[src/sv/slte_pkg.sv]
// Package: shared constants, opcode and status codes, sequencer state and compare result types.
`timescale 1ns / 1ps
package slte_pkg;

	localparam int CAPACITY = 64;
	localparam int AW       = $clog2(CAPACITY);
	localparam int CW       = $clog2(CAPACITY + 1);
	localparam int DW       = 32;
	localparam int POS_W    = 7;
	localparam int CMPW     = (CW > POS_W) ? CW : POS_W;

	typedef enum logic [1:0] {
		OP_INSERT = 2'd0,
		OP_DELETE = 2'd1,
		OP_READ   = 2'd2,
		OP_FIND   = 2'd3
	} op_t;

	typedef enum logic [1:0] {
		STS_OK        = 2'd0,
		STS_FULL      = 2'd1,
		STS_NOT_FOUND = 2'd2,
		STS_RANGE     = 2'd3
	} status_t;

	typedef enum logic [1:0] {
		S_IDLE,
		S_LOAD,
		S_STEP
	} state_t;

	typedef struct packed {
		logic eq;
		logic ge;
	} cmp_res_t;

endpackage

[src/sv/slte_ram.sv]
// List store: one write port, one read port with registered read data.
`timescale 1ns / 1ps
module slte_ram (
	input  logic                     clk,
	input  logic                     we,
	input  logic [slte_pkg::AW-1:0]  waddr,
	input  logic [slte_pkg::DW-1:0]  wdata,
	input  logic [slte_pkg::AW-1:0]  raddr,
	output logic [slte_pkg::DW-1:0]  rdata
);
	import slte_pkg::*;

	logic [DW-1:0] mem_q [CAPACITY];
	logic [DW-1:0] rdata_q;

	always_ff @(posedge clk) begin
		if (we) begin
			mem_q[waddr] <= wdata;
		end
	end

	always_ff @(posedge clk) begin
		rdata_q <= mem_q[raddr];
	end

	assign rdata = rdata_q;

endmodule

[src/sv/slte_cmp.sv]
// Shared compare unit: equality and signed greater-or-equal of a stored entry against the key.
`timescale 1ns / 1ps
module slte_cmp (
	input  logic [slte_pkg::DW-1:0]        entry,
	input  logic signed [slte_pkg::DW-1:0] key,
	output slte_pkg::cmp_res_t             res
);
	import slte_pkg::*;

	always_comb begin
		res.eq = (entry == key);
		res.ge = ($signed(entry) >= key);
	end

endmodule

[src/sv/sorted_list_table_engine_core.sv]
// Sorted list table engine: request sequencer over the list store and the shared compare unit.
// Full, empty or out-of-range requests complete directly from idle; others go through load, then step,
// walking entries (read one, find/delete up to count); a head insert loads and steps again.
// Throughput: one transaction at a time, one entry per cycle; accepted while busy is low.
// Reset: entry count cleared, sequencer idle, no strobe; store undefined until written.
// The receiver cannot stall: done is high for exactly one cycle per transaction.
`timescale 1ns / 1ps
module sorted_list_table_engine_core (
	input  logic                           clk,
	input  logic                           arst_n,
	input  logic                           start,
	output logic                           busy,
	input  logic [1:0]                     opcode,
	input  logic signed [slte_pkg::DW-1:0] value,
	input  logic [slte_pkg::POS_W-1:0]     position,
	output logic                           done,
	output logic [1:0]                     status,
	output logic signed [slte_pkg::DW-1:0] data,
	output logic [slte_pkg::POS_W-1:0]     found_position,
	output logic [slte_pkg::POS_W-1:0]     entry_count_out
);
	import slte_pkg::*;

	state_t                state_q, state_d;
	logic [AW-1:0]         idx_q, idx_d;
	logic                  found_q, found_d;
	logic [CW-1:0]         count_q, count_d;
	op_t                   op_q, op_d;
	logic signed [DW-1:0]  value_q, value_d;
	logic                  done_q, done_d;
	status_t               status_q, status_d;
	logic signed [DW-1:0]  data_q, data_d;
	logic [POS_W-1:0]      fpos_q, fpos_d;

	logic                  ram_we;
	logic [AW-1:0]         ram_waddr;
	logic [DW-1:0]         ram_wdata;
	logic [AW-1:0]         ram_raddr;
	logic [DW-1:0]         ram_rdata;
	cmp_res_t              cmp;
	logic                  idx_last;
	logic                  pos_bad;

	slte_ram u_ram (
		.clk   (clk),
		.we    (ram_we),
		.waddr (ram_waddr),
		.wdata (ram_wdata),
		.raddr (ram_raddr),
		.rdata (ram_rdata)
	);

	slte_cmp u_cmp (
		.entry (ram_rdata),
		.key   (value_q),
		.res   (cmp)
	);

	assign idx_last = ((CW'(idx_q) + CW'(1)) == count_q);
	assign pos_bad  = (position == POS_W'(0)) || (CMPW'(position) > CMPW'(count_q));

	always_comb begin
		state_d   = state_q;
		idx_d     = idx_q;
		found_d   = found_q;
		count_d   = count_q;
		op_d      = op_q;
		value_d   = value_q;
		done_d    = 1'b0;
		status_d  = status_q;
		data_d    = data_q;
		fpos_d    = fpos_q;
		ram_we    = 1'b0;
		ram_waddr = idx_q;
		ram_wdata = value_q;
		ram_raddr = idx_q;

		unique case (state_q)
			S_IDLE: begin
				if (start) begin
					op_d     = op_t'(opcode);
					value_d  = value;
					found_d  = 1'b0;
					idx_d    = '0;
					data_d   = '0;
					fpos_d   = '0;
					status_d = STS_OK;
					unique case (op_t'(opcode))
						OP_INSERT: begin
							if (CMPW'(count_q) >= CMPW'(CAPACITY)) begin
								status_d = STS_FULL;
								done_d   = 1'b1;
							end else if (count_q == CW'(0)) begin
								ram_we    = 1'b1;
								ram_waddr = '0;
								ram_wdata = value;
								count_d   = count_q + CW'(1);
								done_d    = 1'b1;
							end else begin
								idx_d   = AW'(count_q - CW'(1));
								state_d = S_LOAD;
							end
						end
						OP_READ: begin
							if (pos_bad) begin
								status_d = STS_RANGE;
								done_d   = 1'b1;
							end else begin
								idx_d   = AW'(position - POS_W'(1));
								state_d = S_LOAD;
							end
						end
						OP_DELETE, OP_FIND: begin
							if (count_q == CW'(0)) begin
								status_d = STS_NOT_FOUND;
								done_d   = 1'b1;
							end else begin
								state_d = S_LOAD;
							end
						end
						default: begin
							state_d = S_IDLE;
						end
					endcase
				end
			end
			S_LOAD: begin
				state_d = S_STEP;
			end
			S_STEP: begin
				unique case (op_q)
					OP_INSERT: begin
						ram_we = 1'b1;
						ram_waddr = idx_q + AW'(1);
						if (cmp.ge) begin
							ram_wdata = ram_rdata;
							if (idx_q == AW'(0)) begin
								state_d = S_LOAD;
								op_d    = OP_INSERT;
								found_d = 1'b1;
							end else begin
								ram_raddr = idx_q - AW'(1);
								idx_d     = idx_q - AW'(1);
							end
						end else begin
							ram_wdata = value_q;
							count_d   = count_q + CW'(1);
							done_d    = 1'b1;
							state_d   = S_IDLE;
						end
						if (found_q) begin
							ram_waddr = '0;
							ram_wdata = value_q;
							count_d   = count_q + CW'(1);
							done_d    = 1'b1;
							state_d   = S_IDLE;
						end
					end
					OP_DELETE: begin
						if (found_q) begin
							ram_we    = 1'b1;
							ram_waddr = idx_q - AW'(1);
							ram_wdata = ram_rdata;
						end else if (cmp.eq) begin
							found_d = 1'b1;
						end
						if (idx_last) begin
							done_d  = 1'b1;
							state_d = S_IDLE;
							if (found_q || cmp.eq) begin
								count_d = count_q - CW'(1);
							end else begin
								status_d = STS_NOT_FOUND;
							end
						end else begin
							ram_raddr = idx_q + AW'(1);
							idx_d     = idx_q + AW'(1);
						end
					end
					OP_READ: begin
						data_d  = ram_rdata;
						done_d  = 1'b1;
						state_d = S_IDLE;
					end
					OP_FIND: begin
						if (cmp.eq) begin
							data_d  = ram_rdata;
							fpos_d  = POS_W'(CW'(idx_q) + CW'(1));
							done_d  = 1'b1;
							state_d = S_IDLE;
						end else if (idx_last) begin
							status_d = STS_NOT_FOUND;
							done_d   = 1'b1;
							state_d  = S_IDLE;
						end else begin
							ram_raddr = idx_q + AW'(1);
							idx_d     = idx_q + AW'(1);
						end
					end
					default: begin
						state_d = S_IDLE;
					end
				endcase
			end
			default: begin
				state_d = S_IDLE;
			end
		endcase
	end

	always_ff @(posedge clk or negedge arst_n) begin
		if (!arst_n) begin
			state_q <= S_IDLE;
			count_q <= '0;
			done_q  <= 1'b0;
		end else begin
			state_q <= state_d;
			count_q <= count_d;
			done_q  <= done_d;
		end
	end

	always_ff @(posedge clk) begin
		idx_q    <= idx_d;
		found_q  <= found_d;
		op_q     <= op_d;
		value_q  <= value_d;
		status_q <= status_d;
		data_q   <= data_d;
		fpos_q   <= fpos_d;
	end

	assign busy            = (state_q != S_IDLE);
	assign done            = done_q;
	assign status          = status_q;
	assign data            = data_q;
	assign found_position  = fpos_q;
	assign entry_count_out = POS_W'(count_q);

`ifndef ASSERT_OFF
	a_done_idle: assert property (@(posedge clk) disable iff (!arst_n)
		done |-> !busy)
		else $error("result strobe while sequencer busy");

	a_accept_progress: assert property (@(posedge clk) disable iff (!arst_n)
		(start && !busy) |=> (busy || done))
		else $error("accepted transaction neither started nor finished");

	a_count_bound: assert property (@(posedge clk) disable iff (!arst_n)
		CMPW'(count_q) <= CMPW'(CAPACITY))
		else $error("entry count above capacity");

	a_full_count: assert property (@(posedge clk) disable iff (!arst_n)
		(done && status == STS_FULL) |-> (CMPW'(count_q) == CMPW'(CAPACITY)))
		else $error("store full reported below capacity");

	a_miss_zero: assert property (@(posedge clk) disable iff (!arst_n)
		(done && (status == STS_NOT_FOUND || status == STS_RANGE))
			|-> (data == '0 && found_position == '0))
		else $error("miss result carries data");
`endif

endmodule
[config.mk]
export PLATFORM = sky130hd
export DESIGN_NAME = sorted_list_table_engine_core
export DESIGN_NICKNAME = d
export VERILOG_FILES = /design/src/sv/slte_pkg.sv /design/src/sv/slte_ram.sv /design/src/sv/slte_cmp.sv /design/src/sv/sorted_list_table_engine_core.sv
export SDC_FILE = /design/constraint.sdc
export NUM_CORES = 2
export LEC_CHECK = 0
export BUFFER_PORTS_ARGS = -buffer_cell sky130_fd_sc_hd__buf_2
export CORE_MARGIN = 2
export CORE_UTILIZATION = 55
export DETAILED_ROUTE_END_ITERATION = 8
export GPL_ROUTABILITY_DRIVEN = 0
export PLACE_DENSITY_LB_ADDON = 0.1
export SKIP_CTS_REPAIR_TIMING = 1
export SLEW_MARGIN = 20
export SYNTH_ARGS = -nofsm -noshare
export SYNTH_HDL_FRONTEND = slang
export SYNTH_SLANG_ARGS = --single-unit
[constraint.sdc]
create_clock -name clk -period 7.4 [get_ports clk]
set_input_delay 1.85 -clock clk [delete_from_list [all_inputs] [get_ports clk]]
set_output_delay 1.85 -clock clk [all_outputs]
set_load 0.005 [all_outputs]
# Yosys cells after proc, flatten, opt, wreduce, memory -nomap -nowiden
# Memory sizes are Yosys's and may differ from the RTL's. A register that Yosys moved wholly into a read port is not among the register bits.
# Cells that the tools add are included.
# W data, S select, Z words.
# classes
add_sub_neg	6
order_cmp	3
n_eq_ne	34
n_mux	101
n_reduce_logical	20
# ops
op	n
$mux W32	9
$pmux W32 S2	4
$mux W6	15
$mux W7	11
$pmux W6 S2	4
$pmux W7 S2	3
$mux W2	20
$eq A32 B32 Y1	1
$ge A32 B32 Y1	1
$ne A3 B3 Y1 const B	10
$mux W1	20
$pmux W2 S3	3
$pmux W6 S3	1
$logic_not A7 Y1	2
$ne A2 B2 Y1 const B	7
$pmux W2 S2	3
$reduce_and A4 Y1	3
$sub A6 B1 Y6 const B	2
$eq A2 B2 Y1 const B	5
$pmux W1 S2	5
$reduce_and A5 Y1	2
$reduce_and A9 Y1	1
$pmux W2 S4	1
$add A6 B1 Y7 const B	1
other kinds (21)	30
# word_totals
reg_bits	92
mem_bits_rw	2048
in_bits	44
output_inout_bits	50
elab_cells	175
n_memories	1
# mem_list
memory	depth	word_bits	read_ports	rd_clocked_by_memory_dff	write_ports	line_no	text
u_ram.mem_q	64	32	1	1	1	slte_ram.sv:13	logic [DW-1:0] mem_q [CAPACITY];

# Logic depth before layout (Yosys ltp)
# logic_depth
word_depth	8
ltp_mapped	20
ltp_nobuf	14

# By module
# Synthesis repeated with hierarchy kept, for this count alone.
# hier_totals
hier_cells	4227
hier_area_um2	85618.4
# by_module_without_submodules
mod	instances	cells_each	area_each_um2	seq_area_each_um2
slte_ram	1	3511	79039.6	62139.6
sorted_list_table_engine_core	1	601	5725.5	2712.6
slte_cmp	1	115	853.3	0.0

# Worst setup path after synthesis
# Ideal clock, no wire load.
# synth_timing
path_type	register to register
from	register value_q[31]
to	memory u_ram.mem_q[0][10] (data pin)
setup_time_ps	702
arrival_time_ps	5691
t_required_ps	6698
path_slack_ps	1007
path_stages_with_launch	18
n_path_buf	4
synth_period_minus_slack_ps	6393
path_cell_list	edfxtp_1 inv_1 ha_1 clkbuf_1 a21oi_1 o21ai_0 a21oi_1 and3_1 a211oi_2 and2_1 buf_2 nor3_1 a21oi_1 nor2_1 clkbuf_1 clkbuf_1 a22oi_1 o21ai_0
# synth_via
elab_chain_cells	5
# synth_lines
element	line_no	text
start: declaration	sorted_list_table_engine_core.sv:29	logic signed [DW-1:0] value_q, value_d;
start signal: assignment	sorted_list_table_engine_core.sv:227	value_q <= value_d;
$ge A32 B32 Y1	slte_cmp.sv:12	res.ge = ($signed(entry) >= key);
$mux W32	sorted_list_table_engine_core.sv:135	if (cmp.ge) begin
$mux W32	sorted_list_table_engine_core.sv:151	if (found_q) begin
$pmux W32 S2	sorted_list_table_engine_core.sv:131	unique case (op_q)
$pmux W32 S2	sorted_list_table_engine_core.sv:78	unique case (state_q)
via ram_wdata[10]	sorted_list_table_engine_core.sv:37	logic [DW-1:0] ram_wdata;
end: declaration	slte_ram.sv:13	
# The timed path passes the listed nets, and every way through them passes these cells.

# Worst setup path after layout
# layout_timing
from	register u_ram.rdata_q[31], in the netlist u_ram.rdata[31], read port of u_ram.mem_q
to	register u_ram.rdata_q[4], in the netlist u_ram.rdata[4], read port of u_ram.mem_q
# layout_via
elab_chain_cells	4
word_cells_on_any_way	6
classes_between	1 x order compare; 1 x eq/ne; 4 x mux
# layout_lines
element	line_no	text
start: declaration	slte_ram.sv:14	logic [DW-1:0] rdata_q;
$ge A32 B32 Y1 or $eq A32 B32 Y1 (tied branches)	slte_cmp.sv:12, slte_cmp.sv:11	
$mux W6, on equally long branches	-	
$pmux W6 S3 *	-	
$mux W6 *	sorted_list_table_engine_core.sv:78	
# Every way passes the cells marked *; elsewhere a longest branch is shown, timed or not.
# A chain may end at the register's enable or synchronous reset.

==> flow_summary.yaml <==
sta:
  maxSlewHeadroom_pct: 14.42
  tightest_slew_ns: 1.273
  min_period_ns: 6.841
  setup_viol: 0
  unrepaired_setup_endpoints_after_global_routing: "no"
  report.final.slew_viol_count: 0
  setup_total_negative_slack_ns: 0
  final.setup_skew_ns: 0.03980
  smallest_setup_slack_after_layout_ns: 0.5587
  final_min_period_over_clock_period_pct: 92.45
  fmax_mhz: 146.2
  holdWs_ns: 0.6240
  finalHoldViolations: 0
global_route:
  grt_pass1_wl_um: 371100
  number_of_global_route_vias_before_repair: 51080
  number_of_antenna_violations_at_the_first_check_in_global_routing: 17
  pin_count_of_the_biggest_net_entering_global_routing: 151
  globalRouteOverflowTotal: 0
  grt.total_usage_pct: 31.67
place:
  port_buffers: 93
  pre_cts_ws_ns: 1.028
  placement.cell_area_mm2: 0.09351
  post-place-cells: 7860
  hpwlAfterDp_um: 157700
floorplanning:
  die_height_um: 405.1
  fp.coreArea_mm2: 0.1602
  floorplan.io_pins: 94
  fp.dieW_um: 405.1
  num_rows: 147
  floorplan.die_area_mm2: 0.1641
  initial_core_util_pct: 55.22
cts:
  clock_tree.htree_level_count: 4
  worst_skew_pair.late_latency_ns: 0.86
  tritoncts.num_buffers: 215
  worst_setup_hold_path_clk_slew_ns: 0.06
  ctsLongestPathBuffers: 3
  clock_tree_from_tritoncts: "done"
  cell_at_the_root_of_the_clock_tree: "sky130_fd_sc_hd__clkbuf_16"
  clock-sinks: 2172
finish:
  post_layout_nonfiller_instances: 8279
  final_core_util_pct: 62.71
  finish.net_count: 6011
  most_common_cell_after_layout_fill_and_taps_aside: "sky130_fd_sc_hd__edfxtp_1"
  area.growth.synth_to_final_pct: 13.56
  post-route-cell-area_mm2: 0.1005
  mostFrequentLayoutCells: "sky130_fd_sc_hd__edfxtp_1 (2130), sky130_fd_sc_hd__nand2_1 (637), sky130_fd_sc_hd__mux2i_1 (514)"
  share_of_final_layout_standard_cells_stronger_than_drive_strength_1_pct: 17.79
critical_path:
  worst-endpoint-required_ns: 8.11
  path_class: "reg2reg"
  cp.arrival_ns: 7.55
  timing.rr.start: "u_ram.rdata[31]$_DFF_P_"
  cp-startpoint: "u_ram.rdata[31]$_DFF_P_"
  regToRegSetupSlack_ns: 0.56
  r2r-end: "u_ram.rdata[4]$_DFF_P_"
  reg2reg_depth: 15
  worst_setup_path_start_kind: "flip-flop"
  worstPathMaxFanout: 14
  worstSetupEndpointType: "flip-flop"
  crit_path_end: "u_ram.rdata[4]$_DFF_P_"
yosys:
  number_of_warnings_issued_by_yosys: 0
  synthDominantAreaCellType: "sky130_fd_sc_hd__edfxtp_1"
  syn-mean-instance-area_um2: 15.47
  postSynthCellCount: 5717
  synth-seq-cells: 2172
  synth.cell_area_mm2: 0.08847
  synthTopCellsByArea: "sky130_fd_sc_hd__edfxtp_1 (72%), sky130_fd_sc_hd__mux2i_1 (5.8%), sky130_fd_sc_hd__mux2_2 (3.2%)"
  synth-main-ff-cell: "sky130_fd_sc_hd__edfxtp_1"
  synth_fp_nets: 5809
  async_flop_share_pct: 0.4604
  synth_cell_types: 85
  synth-edff-count: 2130
  synth.top_cell.area_share_pct: 72.30
  synth.yosys.seq_area_share_pct: 73.31
route:
  drt-total-wl_um: 261000
  remaining_drc_errors: 0
  initialDrtViolationCount: 6917
  drt_pass_1_iters: 6
  post_drt_via_cell_ratio: 6.480
  route.vias.total: 53650
  detail_route.wl_per_cell_um: 31.53
  antenna_violating_nets_post_route: 1
power:
  power_leakage_nw: 34.08
  irDropWorstVdd_mv: 0.4651
  total_power_per_unit_cell_area_mw_per_mm2: 459.0
  power.total_mw: 46.11
status:
  violations: "antenna rules"
  status: "finished with violations"
hold_path:
  hold_path_class: "reg2reg"
job:
  maxCapViolations: 0
## cell families after synthesis
logic type | count (synthesis) | synth area share (%)
buffers and inverters | 505 | 2.455
multiplexers | 771 | 9.087
flip-flops | 2172 | 73.31
adder cells (fa/ha/maj) | 48 | 0.6789
AO/OA/AOI/OAI | 1026 | 8.284
AND/OR/NAND/NOR | 1172 | 5.960
XOR/XNOR | 23 | 0.2277
## metal layers
metal	global-route usage [%]	wire, um
met3	7.267	26270
met1	44.30	105100
met5	0	105
met2	47.66	117100
met4	14.21	12490
## registers in the layout, summed over array words and instances (netlist names)
register         cells
data                32
found_position       7
u_ram.mem_q       2048
entry_count_out      7
state_q              2
idx_q                6
found_q              1
done                 1
status               2
op_q                 2
value_q             32
u_ram.rdata         32
## power by group
group | leakage (nW) | internal (mW) | total (mW) | switching, mW
Combinational | 11.1 | 5.93 | 19.4 | 13.5
Clock | 3.36 | 6.05 | 10.7 | 4.64
Sequential | 19.6 | 15.6 | 16.0 | 0.438
Total | 34.1 | 27.5 | 46.1 | 18.6
## worst max-delay path, cell delays in order (launching register included)
cell,delay (ns)
sky130_fd_sc_hd__dfxtp_1,0.41
sky130_fd_sc_hd__ha_1,0.53
sky130_fd_sc_hd__nand4_1,0.31
sky130_fd_sc_hd__nor4_4,0.59
sky130_fd_sc_hd__nand2_1,0.34
sky130_fd_sc_hd__nand2_1,0.21
sky130_fd_sc_hd__nand2_1,0.17
sky130_fd_sc_hd__and4_1,0.28
sky130_fd_sc_hd__o31ai_1,1.00
sky130_fd_sc_hd__nand3b_1,0.29
sky130_fd_sc_hd__or3_1,0.74
sky130_fd_sc_hd__buf_4,0.37
sky130_fd_sc_hd__o22ai_1,0.26
sky130_fd_sc_hd__nor4_2,0.80
sky130_fd_sc_hd__buf_4,0.26
sky130_fd_sc_hd__nand4_1,0.08
## synth_stat cells, types with 30 or more instances
library cell                instances
sky130_fd_sc_hd__inv_1            121
sky130_fd_sc_hd__nand3_1           89
sky130_fd_sc_hd__o22ai_1          194
sky130_fd_sc_hd__nor4_1            34
sky130_fd_sc_hd__clkbuf_1         215
sky130_fd_sc_hd__edfxtp_1        2130
sky130_fd_sc_hd__mux2_2           254
sky130_fd_sc_hd__nand4_1           78
sky130_fd_sc_hd__buf_2             97
sky130_fd_sc_hd__o21ai_0           89
sky130_fd_sc_hd__mux2i_1          514
sky130_fd_sc_hd__a211oi_1          72
sky130_fd_sc_hd__a22oi_1           60
sky130_fd_sc_hd__nand2_1          640
sky130_fd_sc_hd__nor2_1           150
sky130_fd_sc_hd__ha_1              48
sky130_fd_sc_hd__o211ai_1          89
sky130_fd_sc_hd__o2111ai_1         90
sky130_fd_sc_hd__a221oi_1          60
sky130_fd_sc_hd__and2_1            42
sky130_fd_sc_hd__a21oi_1          110
sky130_fd_sc_hd__dfxtp_1           32
sky130_fd_sc_hd__and3_1            74
sky130_fd_sc_hd__o2bb2ai_1         30
sky130_fd_sc_hd__a32oi_1           62
sky130_fd_sc_hd__buf_4             40
sky130_fd_sc_hd__a31oi_1           71
## final cells by class
class / instances / area [um2]
Sequential cell: 2172 / 64850
Timing Repair Buffer: 368 / 3035
Antenna cell: 14 / 35.03
Fill cell: 11660 / 59740
Clock buffer: 287 / 5752
Inverter: 122 / 457.9
Tap cell: 2160 / 2703
Clock inverter: 116 / 1111
Multi-Input combinational cell: 3040 / 22520
## how the worst min path moves through the flow
stage               depth (start not counted)                endpoint                     from
floorplan                                   1  state_q[0]$_DFFE_PN0P_   state_q[0]$_DFFE_PN0P_
global placement                            1  data[12]$_SDFFCE_PN0P_  u_ram.rdata[12]$_DFF_P_
detailed placement                          1  data[12]$_SDFFCE_PN0P_  u_ram.rdata[12]$_DFF_P_
CTS                                         1   data[1]$_SDFFCE_PN0P_   u_ram.rdata[1]$_DFF_P_
global route                                1   data[1]$_SDFFCE_PN0P_   u_ram.rdata[1]$_DFF_P_
finish                                      1  data[12]$_SDFFCE_PN0P_  u_ram.rdata[12]$_DFF_P_
No activity file was read; power rests on OpenSTA's default activity.
